## src/hdl/assert_macros.svh

```systemverilog
// assertion helpers shared by the queue modules
`ifndef ASSERT_MACROS_SVH
`define ASSERT_MACROS_SVH

// same-cycle implication, checked out of reset
`define APMQ_ASSERT_IMP(lbl, clk, rst_n, ante, cons, msg) \
    lbl: assert property (@(posedge clk) disable iff (!(rst_n)) (ante) |-> (cons)) \
        else $error(msg);

// next-cycle implication, checked out of reset
`define APMQ_ASSERT_NXT(lbl, clk, rst_n, ante, cons, msg) \
    lbl: assert property (@(posedge clk) disable iff (!(rst_n)) (ante) |=> (cons)) \
        else $error(msg);

`endif

```

## src/hdl/apmq_pkg.sv

```systemverilog
`timescale 1ns / 1ps
`default_nettype none
// ----------------------------------------------------------------------------
// apmq_pkg
// types and codes shared by the alarm priority message queue
// ----------------------------------------------------------------------------
package apmq_pkg;

    localparam int WORD_W   = 32;
    localparam int TOTAL_W  = 5;
    localparam int STATUS_W = 3;

    localparam logic OP_SEND = 1'b0;
    localparam logic OP_RECV = 1'b1;

    localparam logic KIND_NORMAL = 1'b0;
    localparam logic KIND_ALARM  = 1'b1;

    localparam logic [STATUS_W-1:0] ST_SENT       = 3'd0;
    localparam logic [STATUS_W-1:0] ST_GOT_ALARM  = 3'd1;
    localparam logic [STATUS_W-1:0] ST_GOT_NORMAL = 3'd2;
    localparam logic [STATUS_W-1:0] ST_EMPTY      = 3'd3;
    localparam logic [STATUS_W-1:0] ST_ALARM_BUSY = 3'd4;
    localparam logic [STATUS_W-1:0] ST_FIFO_FULL  = 3'd5;

    typedef struct packed {
        logic              operation;
        logic              kind;
        logic [WORD_W-1:0] message;
    } t_in;

    typedef struct packed {
        logic [STATUS_W-1:0] status;
        logic [WORD_W-1:0]   message_out;
        logic [TOTAL_W-1:0]  queued_total;
        logic                alarm_pending;
    } t_out;

    // ring control from the top level
    typedef struct packed {
        logic push;
        logic pop;
    } t_ring_ctl;

    // ring occupancy flags back to the top level
    typedef struct packed {
        logic empty;
        logic full;
    } t_ring_sts;

endpackage
`default_nettype wire

```

## src/hdl/alarm_priority_message_queue.sv

```systemverilog
`timescale 1ns / 1ps
`default_nettype none
`include "assert_macros.svh"
// ----------------------------------------------------------------------------
// alarm_priority_message_queue
// one alarm slot that takes priority over a ring of normal messages
// ----------------------------------------------------------------------------
// the result is registered and valid in the cycle after the input transfer
// throughput: one send or receive per cycle unless the output stalls, set by
//   the single result register and one-port ring (one write or read per cycle)
// reset: synchronous, active low; empties the ring and the alarm slot at once,
//   ring contents are left as they are, no clearing pass
module alarm_priority_message_queue #(
    parameter int DEPTH = 16
) (
    input  wire             i_clk,
    input  wire             i_rst_n,
    input  wire             i_in_valid,
    output logic            o_in_ready,
    input  wire  apmq_pkg::t_in i_in_data,
    output logic            o_out_valid,
    input  wire             i_out_ready,
    output apmq_pkg::t_out  o_out_data
);

    localparam int CW    = $clog2(DEPTH + 1);
    localparam int SUM_W = ((CW > apmq_pkg::TOTAL_W) ? CW : apmq_pkg::TOTAL_W) + 1;

    // alarm slot
    logic                            r_alarm_valid;
    logic [apmq_pkg::WORD_W-1:0]     r_alarm_word;
    logic                            n_alarm_valid;
    logic [apmq_pkg::WORD_W-1:0]     n_alarm_word;

    // result register
    logic                            r_out_valid;
    logic [apmq_pkg::STATUS_W-1:0]   r_status;
    logic [apmq_pkg::WORD_W-1:0]     r_msg;
    logic                            r_sel_ring;
    logic [apmq_pkg::TOTAL_W-1:0]    r_total;
    logic                            r_alarm_pend;
    logic [apmq_pkg::STATUS_W-1:0]   n_status;
    logic [apmq_pkg::WORD_W-1:0]     n_msg;
    logic                            n_sel_ring;
    logic [SUM_W-1:0]                n_sum;

    // ring interface
    apmq_pkg::t_ring_ctl             ring_ctl;
    apmq_pkg::t_ring_sts             ring_sts;
    logic [apmq_pkg::WORD_W-1:0]     ring_rdata;
    logic [CW-1:0]                   ring_count_next;

    logic                            in_xfer;

    // result register frees up when its contents transfer out
    assign o_in_ready = !r_out_valid || i_out_ready;
    assign in_xfer    = i_in_valid && o_in_ready;

    apmq_ring #(
        .DEPTH (DEPTH)
    ) u_ring (
        .i_clk        (i_clk),
        .i_rst_n      (i_rst_n),
        .i_ctl        (ring_ctl),
        .i_wdata      (i_in_data.message),
        .o_rdata      (ring_rdata),
        .o_sts        (ring_sts),
        .o_count_next (ring_count_next)
    );

    // decision for one transfer: a receive tries the alarm slot, then the ring
    always_comb begin
        n_alarm_valid = r_alarm_valid;
        n_alarm_word  = r_alarm_word;
        ring_ctl      = '0;
        n_status      = apmq_pkg::ST_EMPTY;
        n_msg         = '0;
        n_sel_ring    = 1'b0;
        if (in_xfer) begin
            if (i_in_data.operation == apmq_pkg::OP_SEND) begin
                if (i_in_data.kind == apmq_pkg::KIND_ALARM) begin
                    // only one alarm can be held
                    if (r_alarm_valid) begin
                        n_status = apmq_pkg::ST_ALARM_BUSY;
                    end else begin
                        n_alarm_valid = 1'b1;
                        n_alarm_word  = i_in_data.message;
                        n_status      = apmq_pkg::ST_SENT;
                    end
                end else if (ring_sts.full) begin
                    n_status = apmq_pkg::ST_FIFO_FULL;
                end else begin
                    ring_ctl.push = 1'b1;
                    n_status      = apmq_pkg::ST_SENT;
                end
            end else begin
                priority if (r_alarm_valid) begin
                    // alarm overtakes waiting normal messages
                    n_msg         = r_alarm_word;
                    n_alarm_valid = 1'b0;
                    n_status      = apmq_pkg::ST_GOT_ALARM;
                end else if (!ring_sts.empty) begin
                    // word comes from the ring's registered read
                    ring_ctl.pop = 1'b1;
                    n_sel_ring   = 1'b1;
                    n_status     = apmq_pkg::ST_GOT_NORMAL;
                end else begin
                    n_status = apmq_pkg::ST_EMPTY;
                end
            end
        end
    end

    // occupancy after this step, cut to the field width
    assign n_sum = SUM_W'(ring_count_next) + SUM_W'(n_alarm_valid);

    always_ff @(posedge i_clk) begin
        if (!i_rst_n) begin
            r_alarm_valid <= 1'b0;
            r_out_valid   <= 1'b0;
        end else begin
            r_alarm_valid <= n_alarm_valid;
            if (o_in_ready) begin
                r_out_valid <= i_in_valid;
            end
        end
    end

    // payload, no reset needed
    always_ff @(posedge i_clk) begin
        r_alarm_word <= n_alarm_word;
        if (in_xfer) begin
            r_status     <= n_status;
            r_msg        <= n_msg;
            r_sel_ring   <= n_sel_ring;
            r_total      <= n_sum[apmq_pkg::TOTAL_W-1:0];
            r_alarm_pend <= n_alarm_valid;
        end
    end

    // ring read data holds until the next transfer, so the mux stays stable
    always_comb begin
        o_out_data.status        = r_status;
        o_out_data.message_out   = r_sel_ring ? ring_rdata : r_msg;
        o_out_data.queued_total  = r_total;
        o_out_data.alarm_pending = r_alarm_pend;
    end

    assign o_out_valid = r_out_valid;

    `APMQ_ASSERT_NXT(a_alarm_first, i_clk, i_rst_n,
        in_xfer && (i_in_data.operation == apmq_pkg::OP_RECV) && r_alarm_valid,
        r_status == apmq_pkg::ST_GOT_ALARM, "receive with alarm held did not take alarm")
    `APMQ_ASSERT_IMP(a_pend_tracks, i_clk, i_rst_n, r_out_valid,
        r_alarm_pend == r_alarm_valid, "reported alarm flag differs from slot")
    `APMQ_ASSERT_NXT(a_out_hold, i_clk, i_rst_n, r_out_valid && !i_out_ready,
        r_out_valid && $stable(o_out_data), "waiting result changed")

endmodule
`default_nettype wire

```

## src/hdl/apmq_ring.sv

```systemverilog
`timescale 1ns / 1ps
`default_nettype none
`include "assert_macros.svh"
// ----------------------------------------------------------------------------
// apmq_ring
// ring buffer of normal messages with head, tail and fill count
// ----------------------------------------------------------------------------
module apmq_ring #(
    parameter int DEPTH = 16
) (
    input  wire                           i_clk,
    input  wire                           i_rst_n,
    input  wire  apmq_pkg::t_ring_ctl     i_ctl,
    input  wire  [apmq_pkg::WORD_W-1:0]   i_wdata,
    output logic [apmq_pkg::WORD_W-1:0]   o_rdata,
    output apmq_pkg::t_ring_sts           o_sts,
    output logic [$clog2(DEPTH+1)-1:0]    o_count_next
);

    localparam int AW = $clog2(DEPTH);
    localparam int CW = $clog2(DEPTH + 1);

    logic [apmq_pkg::WORD_W-1:0] mem [DEPTH];
    logic [apmq_pkg::WORD_W-1:0] r_rd_data;
    logic [AW-1:0]               r_head;
    logic [AW-1:0]               r_tail;
    logic [CW-1:0]               r_count;
    logic [AW-1:0]               n_head;
    logic [AW-1:0]               n_tail;
    logic [CW-1:0]               n_count;

    // wrap after the last slot
    assign n_head = (r_head == AW'(DEPTH - 1)) ? '0 : r_head + 1'b1;
    assign n_tail = (r_tail == AW'(DEPTH - 1)) ? '0 : r_tail + 1'b1;

    always_comb begin
        priority if (i_ctl.push) begin
            n_count = r_count + 1'b1;
        end else if (i_ctl.pop) begin
            n_count = r_count - 1'b1;
        end else begin
            n_count = r_count;
        end
    end

    always_ff @(posedge i_clk) begin
        if (!i_rst_n) begin
            r_head  <= '0;
            r_tail  <= '0;
            r_count <= '0;
        end else begin
            if (i_ctl.push) begin
                r_tail <= n_tail;
            end
            if (i_ctl.pop) begin
                r_head <= n_head;
            end
            r_count <= n_count;
        end
    end

    // storage, registered read
    always_ff @(posedge i_clk) begin
        if (i_ctl.push) begin
            mem[r_tail] <= i_wdata;
        end
        if (i_ctl.pop) begin
            r_rd_data <= mem[r_head];
        end
    end

    assign o_rdata      = r_rd_data;
    assign o_sts.empty  = (r_count == '0);
    assign o_sts.full   = (r_count == CW'(DEPTH));
    assign o_count_next = n_count;

    `APMQ_ASSERT_IMP(a_no_push_full, i_clk, i_rst_n, i_ctl.push, !o_sts.full,
        "push into full ring")
    `APMQ_ASSERT_IMP(a_no_pop_empty, i_clk, i_rst_n, i_ctl.pop,
        !o_sts.empty && !i_ctl.push, "pop from empty ring or pop with push")
    `APMQ_ASSERT_IMP(a_count_bound, i_clk, i_rst_n, 1'b1, r_count <= CW'(DEPTH),
        "ring count beyond depth")

endmodule
`default_nettype wire
```

## config.mk

```make
export PLATFORM = sky130hd
export DESIGN_NAME = alarm_priority_message_queue
export DESIGN_NICKNAME = d
export VERILOG_FILES = /design/src/hdl/apmq_pkg.sv /design/src/hdl/alarm_priority_message_queue.sv /design/src/hdl/apmq_ring.sv
export VERILOG_INCLUDE_DIRS = /design/src /design/src/hdl
export SDC_FILE = /design/constraint.sdc
export NUM_CORES = 1
export LEC_CHECK = 0
export BUFFER_PORTS_ARGS = -buffer_cell sky130_fd_sc_hd__buf_2
export CAP_MARGIN = 20
export CORE_MARGIN = 2
export CORE_UTILIZATION = 50
export CTS_CLUSTER_SIZE = 8
export DETAILED_ROUTE_END_ITERATION = 12
export PLACE_DENSITY = 0.71
export SYNTH_ARGS = -nofsm -noshare
export SYNTH_HDL_FRONTEND = slang
export SYNTH_SLANG_ARGS = --single-unit
```

## constraint.sdc

```tcl
create_clock -name i_clk -period 6 [get_ports i_clk]
set_input_delay 1.2 -clock i_clk [delete_from_list [all_inputs] [get_ports i_clk]]
set_output_delay 1.2 -clock i_clk [all_outputs]
set_load 0.005 [all_outputs]
```

==> results of run 1 <==
-- worst max path at each step --
| stage | to | cells past startpoint |
|---|---|---|
| finish | u_ring.mem[3][2]$_DFFE_PP_ | 6 |
| global route | u_ring.mem[3][2]$_DFFE_PP_ | 6 |
| CTS | u_ring.mem[15][3]$_DFFE_PP_ | 5 |
| detailed placement | u_ring.mem[15][31]$_DFFE_PP_ | 5 |
| global placement | u_ring.mem[11][16]$_DFFE_PP_ | 5 |
| floorplan | r_alarm_word[0]$_DFFE_PP_ | 4 |
-- layer usage --
metal	routed length, um	vias up	track usage (%)
met5	0	-	0
met1	22720	6457	29.88
met4	1048	0	6.281
met3	3699	79	5.343
li1	-	5385	-
met2	25260	433	33.50
-- worst min-delay path: cells and delay by family (launching register included) --
family | cells | cell delay [ns]
flops | 1 | 0.34
simple gates | 1 | 0.06
compound gates | 1 | 0.07
-- stage by stage --
step	total power, uW	cells	setup slack, ns
6_report	9978	2050	2.458
5_1_grt	10280	2049	2.315
4_1_cts	10060	2045	2.523
3_5_place_dp	5555	1914	1.886
3_3_place_gp	5545	1910	1.799
2_1_floorplan	5358	1268	0.6972
-- power groups by stage --
stage | Clock (uW) | Sequential [uW] | Combinational (uW)
floorplan | 0 | 5030 | 329
global placement | 0 | 5050 | 496
detailed placement | 0 | 5050 | 504
CTS | 4580 | 4970 | 507
global route | 4770 | 4970 | 544
finish | 4510 | 4970 | 499
-- flip-flops by register name, summed over array words and instances (netlist names), 3 cells and up --
register / count
r_msg: 32
r_alarm_word: 32
u_ring.r_tail: 4
u_ring.r_count: 5
u_ring.mem: 512
r_total: 5
u_ring.o_rdata: 32
u_ring.r_head: 4
r_status: 3
-- layout make-up --
| type | instances | area, um2 |
|---|---|---|
| diodes | 1 | 2.502 |
| clock inverters | 3 | 55.05 |
| inverters | 7 | 31.28 |
| flip-flops and latches | 633 | 18870 |
| clock buffers | 128 | 2447 |
| well taps | 615 | 769.5 |
| fillers | 3338 | 19670 |
| multi-input cells | 558 | 5306 |
| repair buffers | 105 | 800.8 |
-- logic make-up after synthesis --
group / count (synthesis) / synth area share, %
multiplexers: 225 / 12.85
flip-flops: 633 / 77.36
AND/OR/NAND/NOR: 131 / 2.705
adder cells (fa/ha/maj): 10 / 0.5132
AO/OA/AOI/OAI: 183 / 4.860
XOR/XNOR: 9 / 0.3234
buffers and inverters: 77 / 1.391
-- placed cells by master, fill, tap and decap left out, types with 2 or more instances in the layout --
cell type / instances
mux4_2: 64
nor2_4: 12
xor2_1: 3
and3_1: 32
buf_4: 11
ha_1: 10
xnor2_1: 6
o21ai_0: 66
inv_6: 2
a21boi_0: 4
clkbuf_16: 92
clkbuf_1: 35
a22oi_1: 32
buf_12: 9
nand4_1: 2
nand3_1: 3
mux2_2: 64
buf_2: 80
a311oi_1: 2
nor2b_1: 2
and2_1: 8
a21oi_1: 39
dfxtp_1: 12
nor3_2: 5
nand2_1: 49
nand2b_1: 2
dfxtp_4: 2
nor2_1: 6
edfxtp_1: 618
buf_16: 5
a221oi_1: 32
and2_2: 2
mux2i_1: 97
inv_1: 6
==> summary.txt, run 1 <==
Synth
  – Post-synth top area share: between 70% and 80%
  – Commonest cells in the netlist: edfxtp_1 (618), mux2i_1 (97), o21ai_0 (66)
  – Flops & latches, synth: 633
  – YS warnings: 0
  – Syn_nets: roughly 1300
  – Largest area contributor in the synthesized netlist: edfxtp_1
  – Unique cell type count in the Yosys netlist: 45
  – Top_reg_cell synth: edfxtp_1
  – Area contributors post-synth: edfxtp_1 (76%), mux4_2 (5.9%), mux2i_1 (4.0%)
  – Post-synth ARST share: 0%
  – EDFF count, synth: 618
  – Synthesized area per cell: a little under 20 um2
  – Synth Cell Area: 0.02438 mm2
  – Most common cell in the netlist: edfxtp_1
  – Cells after Synth: between 1000 and 1500
  – Seq/Total Area, Yosys: just under 80%

Global routing
  – GRT overflow: 0
  – Number of global-route vias before repair: roughly 13000
  – Largest net degree at the start of global routing: 82
  – GRT Total Usage: approximately a fifth
  – Antenna violations before repair: 0
  – First-pass GRT wire length: between 70000 and 80000 um

Routing
  – Routed WL: 52730 um
  – DRC Markers: 0
  – Vias per cell: roughly 6.0
  – Initial DRC count: roughly 1100
  – DRT antenna net count: 0
  – Wire length per cell: ~26 um
  – Vias: ~12000
  – DR pass1 iterations: 5

Floorplan
  – Initial Utilization: between 50% and 60%
  – Die Wd: roughly 220 um
  – Core outline area: approximately 0.048 mm2
  – Std cell rows: 80
  – I/O pins: 81
  – Die height: 224.8 um
  – Die area: 0.05054 mm2

Min path
  – Min-delay src: u_ring.r_tail[1]$_SDFFE_PN0P_
  – Worst Hold Class: flip-flop to flip-flop
  – Worst hold stages: 2
  – Hold EP: u_ring.r_tail[1]$_SDFFE_PN0P_

Final layout
  – Finished Core Util: 58.98%
  – Final instance area: ~0.028 mm2
  – Nets: 1442
  – Share of cells above drive strength 1: roughly 25%
  – Layout area overhead: 16.00%

Power
  – Flop pwr share: roughly half
  – Leakage: 0.009094 uW
  – Switching share of power: between 20% and 30%
  – Comb pwr share: around 5%
  – P_sw: 2019 uW
  – Worst vdd ir: 0.0001986 V
  – Int Pwr: about 8000 uW
  – Pwr Density: 352.8 mW/mm2
  – Part of the power in the clock network: between 40 and 50%

Critical path
  – Critical path type: input pin to flip-flop
  – R2R Path Start: u_ring.r_count[0]$_SDFF_PN0_
  – Critical Path Sink Type: flip-flop
  – Crit. Startpoint: i_in_data[33]
  – Bufs and invs on worst path: 2
  – Worst-path cell with the longest stage delay: nor3_2
  – R2R depth: 7
  – CP max FO: 39
  – CP Cell Sequence: buf_2 -> nor2_1 -> and4_1 -> nand2_1 -> nor3_2 -> buf_12
  – Worst Path Required: around 6.3 ns
  – Reg-to-Reg End: u_ring.mem[3][2]$_DFFE_PP_
  – Critical path data arrival time: 3.82 ns
  – Flop2flop setup slack: 2.93 ns
  – Setup crit start kind: input pin
  – Crit-path leading delay family: simple AND/OR/NAND/NOR gates
  – Worst path max stage delay: slightly below 0.7 ns

Placement
  – Port Buffer Count: 80
  – Gpl congestion: 0.7507
  – DP HPWL: approximately 29000 um
  – Post-DP Area: 0.02566 mm2

Timing
  – Worst-Margin Slew: a little over 1 ns
  – Setup violators final: 0
  – Fin crit share: between 50% and 60%
  – Final worst path period need: 3.542 ns
  – Final hold violation count: 0
  – WHS: 0.5214 ns
  – Max Clock Freq: between 0.2 and 0.3 GHz
  – RSZ-0062 raised after global routing: no
  – Clk_skew: 0.02221 ns
  – Max Slew Vio Count: 0
  – Slew headroom: around a third
  – Post-route setup TNS: 0 ns

Clock tree
  – Root Driver: clkbuf_16
  – H-tree levels: 3
  – Post-CTS Setup Bufs: 0
  – TritonCTS clock tree: yes
  – Hold Buf Count CTS: 0
  – Post-cts resize count: 0
  – Clk Latency, worst-skew pair: between 0.6 and 0.7 ns
  – CTS Buf Count: slightly below 90
  – CTS max path bufs: 3
  – Clock sink count: approximately 630
  – Clock slew at the register clock pins of the worst setup and hold paths: about 0.060 ns

Run
  – Maxcap violations: 0

Run status
  – Outcome: completed
(Power assumes the default switching activity.)
==> run 2: changes to the inputs <==
--- a/config.mk
+++ b/config.mk
@@ -6,13 +6,14 @@
 export SDC_FILE = /design/constraint.sdc
 export NUM_CORES = 1
 export LEC_CHECK = 0
+export ABC_AREA = 1
 export BUFFER_PORTS_ARGS = -buffer_cell sky130_fd_sc_hd__buf_2
 export CAP_MARGIN = 20
 export CORE_MARGIN = 2
 export CORE_UTILIZATION = 50
 export CTS_CLUSTER_SIZE = 8
 export DETAILED_ROUTE_END_ITERATION = 12
-export PLACE_DENSITY = 0.71
+export PLACE_DENSITY = 0.74
 export SYNTH_ARGS = -nofsm -noshare
 export SYNTH_HDL_FRONTEND = slang
 export SYNTH_SLANG_ARGS = --single-unit
==> constraint.sdc (replaced) <==
create_clock -name i_clk -period 3.2 [get_ports i_clk]
set_input_delay 0.64 -clock i_clk [delete_from_list [all_inputs] [get_ports i_clk]]
set_output_delay 0.64 -clock i_clk [all_outputs]
set_load 0.005 [all_outputs]
==> run 2 against run 1 <==
  * Clock skew up 0.0041 ns
  * Worst setup slack worse by 2.0 ns
  * Sequential power up 87%
  * Via count grew 22%
  * Routed wire length up 9.3%
  * Count of clock-buffer cells in the layout is 22 lower
  * Synthesized cell count up 39%
  * Clock power is 83% higher
  * Non-clock buffer count grew 26
  * Largest cell class unchanged
  * Largest power group unchanged
==> summary.txt, run 2 <==
Global routing
  – Largest net degree at the start of global routing: 238
  – GRT overflow: 0
  – Antenna violations before repair: 0
  – Number of global-route vias before repair: 14950
  – First-pass GRT wire length: roughly 88000 um
  – GRT Total Usage: between 20% and 30%

Final layout
  – Share of cells above drive strength 1: ~15%
  – Finished Core Util: 58.22%
  – Finished Layout Cells: about 2600
  – Most frequent cells in the layout: edfxtp_1 (618), nand2_1 (244), nor2_1 (173)
  – Nets: between 1500 and 2000
  – Top reg by flops: u_ring.mem
  – Commonest non-fill, non-tap cell in the layout: edfxtp_1
  – Layout area overhead: 15.30%
  – ANT cells: 0
  – Max reg flops: 512

Routing
  – Routed WL: just under 60000 um
  – Wire length per cell: 22.45 um
  – DR pass1 iterations: 5
  – DRC Markers: 0
  – Vias per cell: 5.859
  – Initial DRC count: 1827
  – DRT antenna net count: 0
  – Vias: about 15000

Synth
  – Unique cell type count in the Yosys netlist: slightly above 40
  – Post-Synth Adder-Cell Area: less than 1%
  – Cells after Synth: around 1800
  – Most common cell in the netlist: edfxtp_1
  – Syn_nets: 1812
  – Area contributors post-synth: edfxtp_1 (75%), nand2_1 (3.7%), nor2_1 (2.9%)
  – Commonest cells in the netlist: edfxtp_1 (618), nand2_1 (244), nor2_1 (188)
  – Simple-gate share of the synthesized area: a little under a tenth
  – Mux cell area share after synthesis: 1.461%
  – Seq/Total Area, Yosys: about three quarters
  – Synthesized area per cell: between 10 and 15 um2
  – Post-synth top area share: between 70 and 80%
  – Synth Cell Area: ~0.025 mm2
  – Flops & latches, synth: about 630
  – Post-synthesis xor/xnor area fraction: less than 1%
  – Post-synthesis compound-gate area fraction: between 8 and 9%
  – Post-synth ARST share: 0%
  – Top_reg_cell synth: edfxtp_1
  – EDFF count, synth: roughly 600
  – Largest family of logic cells by synthesized area: simple AND/OR/NAND/NOR gates
  – Largest area contributor in the synthesized netlist: edfxtp_1
  – YS warnings: 0

Clock tree
  – Root Driver: clkbuf_16
  – Hold Buf Count CTS: 0
  – Post-cts resize count: 0
  – Post-CTS Setup Bufs: 0
  – H-tree levels: 3
  – Clk Latency, worst-skew pair: between 0.6 and 0.7 ns
  – CTS max path bufs: 3
  – TritonCTS clock tree: yes
  – Clock slew at the register clock pins of the worst setup and hold paths: around 0.050 ns
  – CTS Buf Count: 89
  – Clock sink count: 633

Timing
  – Worst-Margin Slew: 1.335 ns
  – Final hold violation count: 0
  – Fin crit share: between 80% and 90%
  – Setup violators final: 0
  – Clk_skew: 0.02628 ns
  – Max Slew Vio Count: 0
  – Max Clock Freq: approximately 0.37 GHz
  – WHS: ~0.35 ns
  – Post-route setup TNS: 0 ns
  – RSZ-0062 raised after global routing: no
  – Slew headroom: roughly 11%
  – Final worst path period need: between 2 and 3 ns

Critical path
  – Worst Path Required: between 2 and 3 ns
  – Critical path type: flip-flop to output pin
  – Setup crit start kind: flip-flop
  – Critical Path Sink Type: output pin
  – Critical path data arrival time: 2.06 ns
  – CP max FO: 32

Placement
  – DP HPWL: ~32000 um
  – Placed insts: around 2500
  – Gpl congestion: between 0.8 and 0.9
  – Port Buffer Count: 80

Power
  – Worst vdd ir: ~0.00039 V
  – Pwr Density: 657.2 mW/mm2
  – Final Power: approximately 19000 uW
  – Leakage: between 0.009 and 0.01 uW

Min path
  – Worst Hold Class: input pin to flip-flop

Floorplan
  – Core outline area: about 0.05 mm2
  – Die Wd: ~230 um
  – I/O pins: 81
  – Std cell rows: ~80
  – Die area: between 0.05 and 0.06 mm2
  – Initial Utilization: 50.50%
  – Die height: between 200 and 250 um

Run
  – Maxcap violations: 0

Run status
  – Outcome: completed
run 2: cell types whose count changed after synthesis, moves of 48 or more:
cell,previous run,this run
mux4_2,64,0
mux2i_1,97,0
nand2_1,49,244
o21ai_0,66,114
nand3_1,3,77
o21ai_1,1,62
mux2_2,64,8
inv_1,6,58
nor2_1,18,188
run 2: stage by stage:
stage,worst slack [ns],area [um2]
after global placement,0.5310,26000
after detailed placement,0.4597,26000
after global routing,0.4093,28440
final,0.4978,28440
after floorplan,0.1275,24690
after CTS,0.4406,28440
run 2: area by class of cell:
cell class | count | area (um2)
Clock buffer | 106 | 2312
Clock inverter | 7 | 133.9
Fill cell | 3675 | 20410
Inverter | 64 | 245.2
Multi-Input combinational cell | 962 | 5134
Sequential cell | 633 | 18870
Tap cell | 664 | 830.8
Timing Repair Buffer | 131 | 920.9
run 2: layer usage:
layer / global-route usage (%) / share of wire, %
met1: 30.80 / 40
met2: 36.52 / 47
met3: 5.946 / 10
met4: 8.043 / 2.2
met5: 0 / 0
run 2: power breakdown:
group | switching, uW | internal [uW]
Combinational | 791 | 331
Sequential | 43.0 | 9250
Clock | 3240 | 5030
run 2: worst paths after layout:
path                                                     from                           end  slack, ns  cells after the start
worst min register to register     r_alarm_word[11]$_DFFE_PP_       r_msg[11]$_SDFFCE_PN0N_       0.53                      2
worst min-delay path                                  i_rst_n  u_ring.r_count[1]$_SDFF_PN0_       0.35                      3
worst max register to register  u_ring.r_head[0]$_SDFFE_PN0N_  u_ring.o_rdata[29]$_DFFE_PN_       0.50                      5
worst max-delay path                     r_sel_ring$_DFFE_PN_                o_out_data[30]       0.50                      3
run 2: cell families (layout without fill, tap and decap cells):
| kind of cell | count (synthesis) | count (layout) |
|---|---|---|
| DFF | 633 | 633 |
| buffers and inverters | 169 | 308 |
| adders and majority gates | 10 | 10 |
| AOI/OAI and AO/OA | 364 | 364 |
| xor gates and xnor gates | 4 | 4 |
| and+or+nand+nor | 552 | 552 |
| muxes | 32 | 32 |
run 2: critical path, cell delays in order, from the launching register on:
cell and delay (ns):
edfxtp_1 0.32, buf_4 0.49, mux2_1 0.43, buf_2 0.15
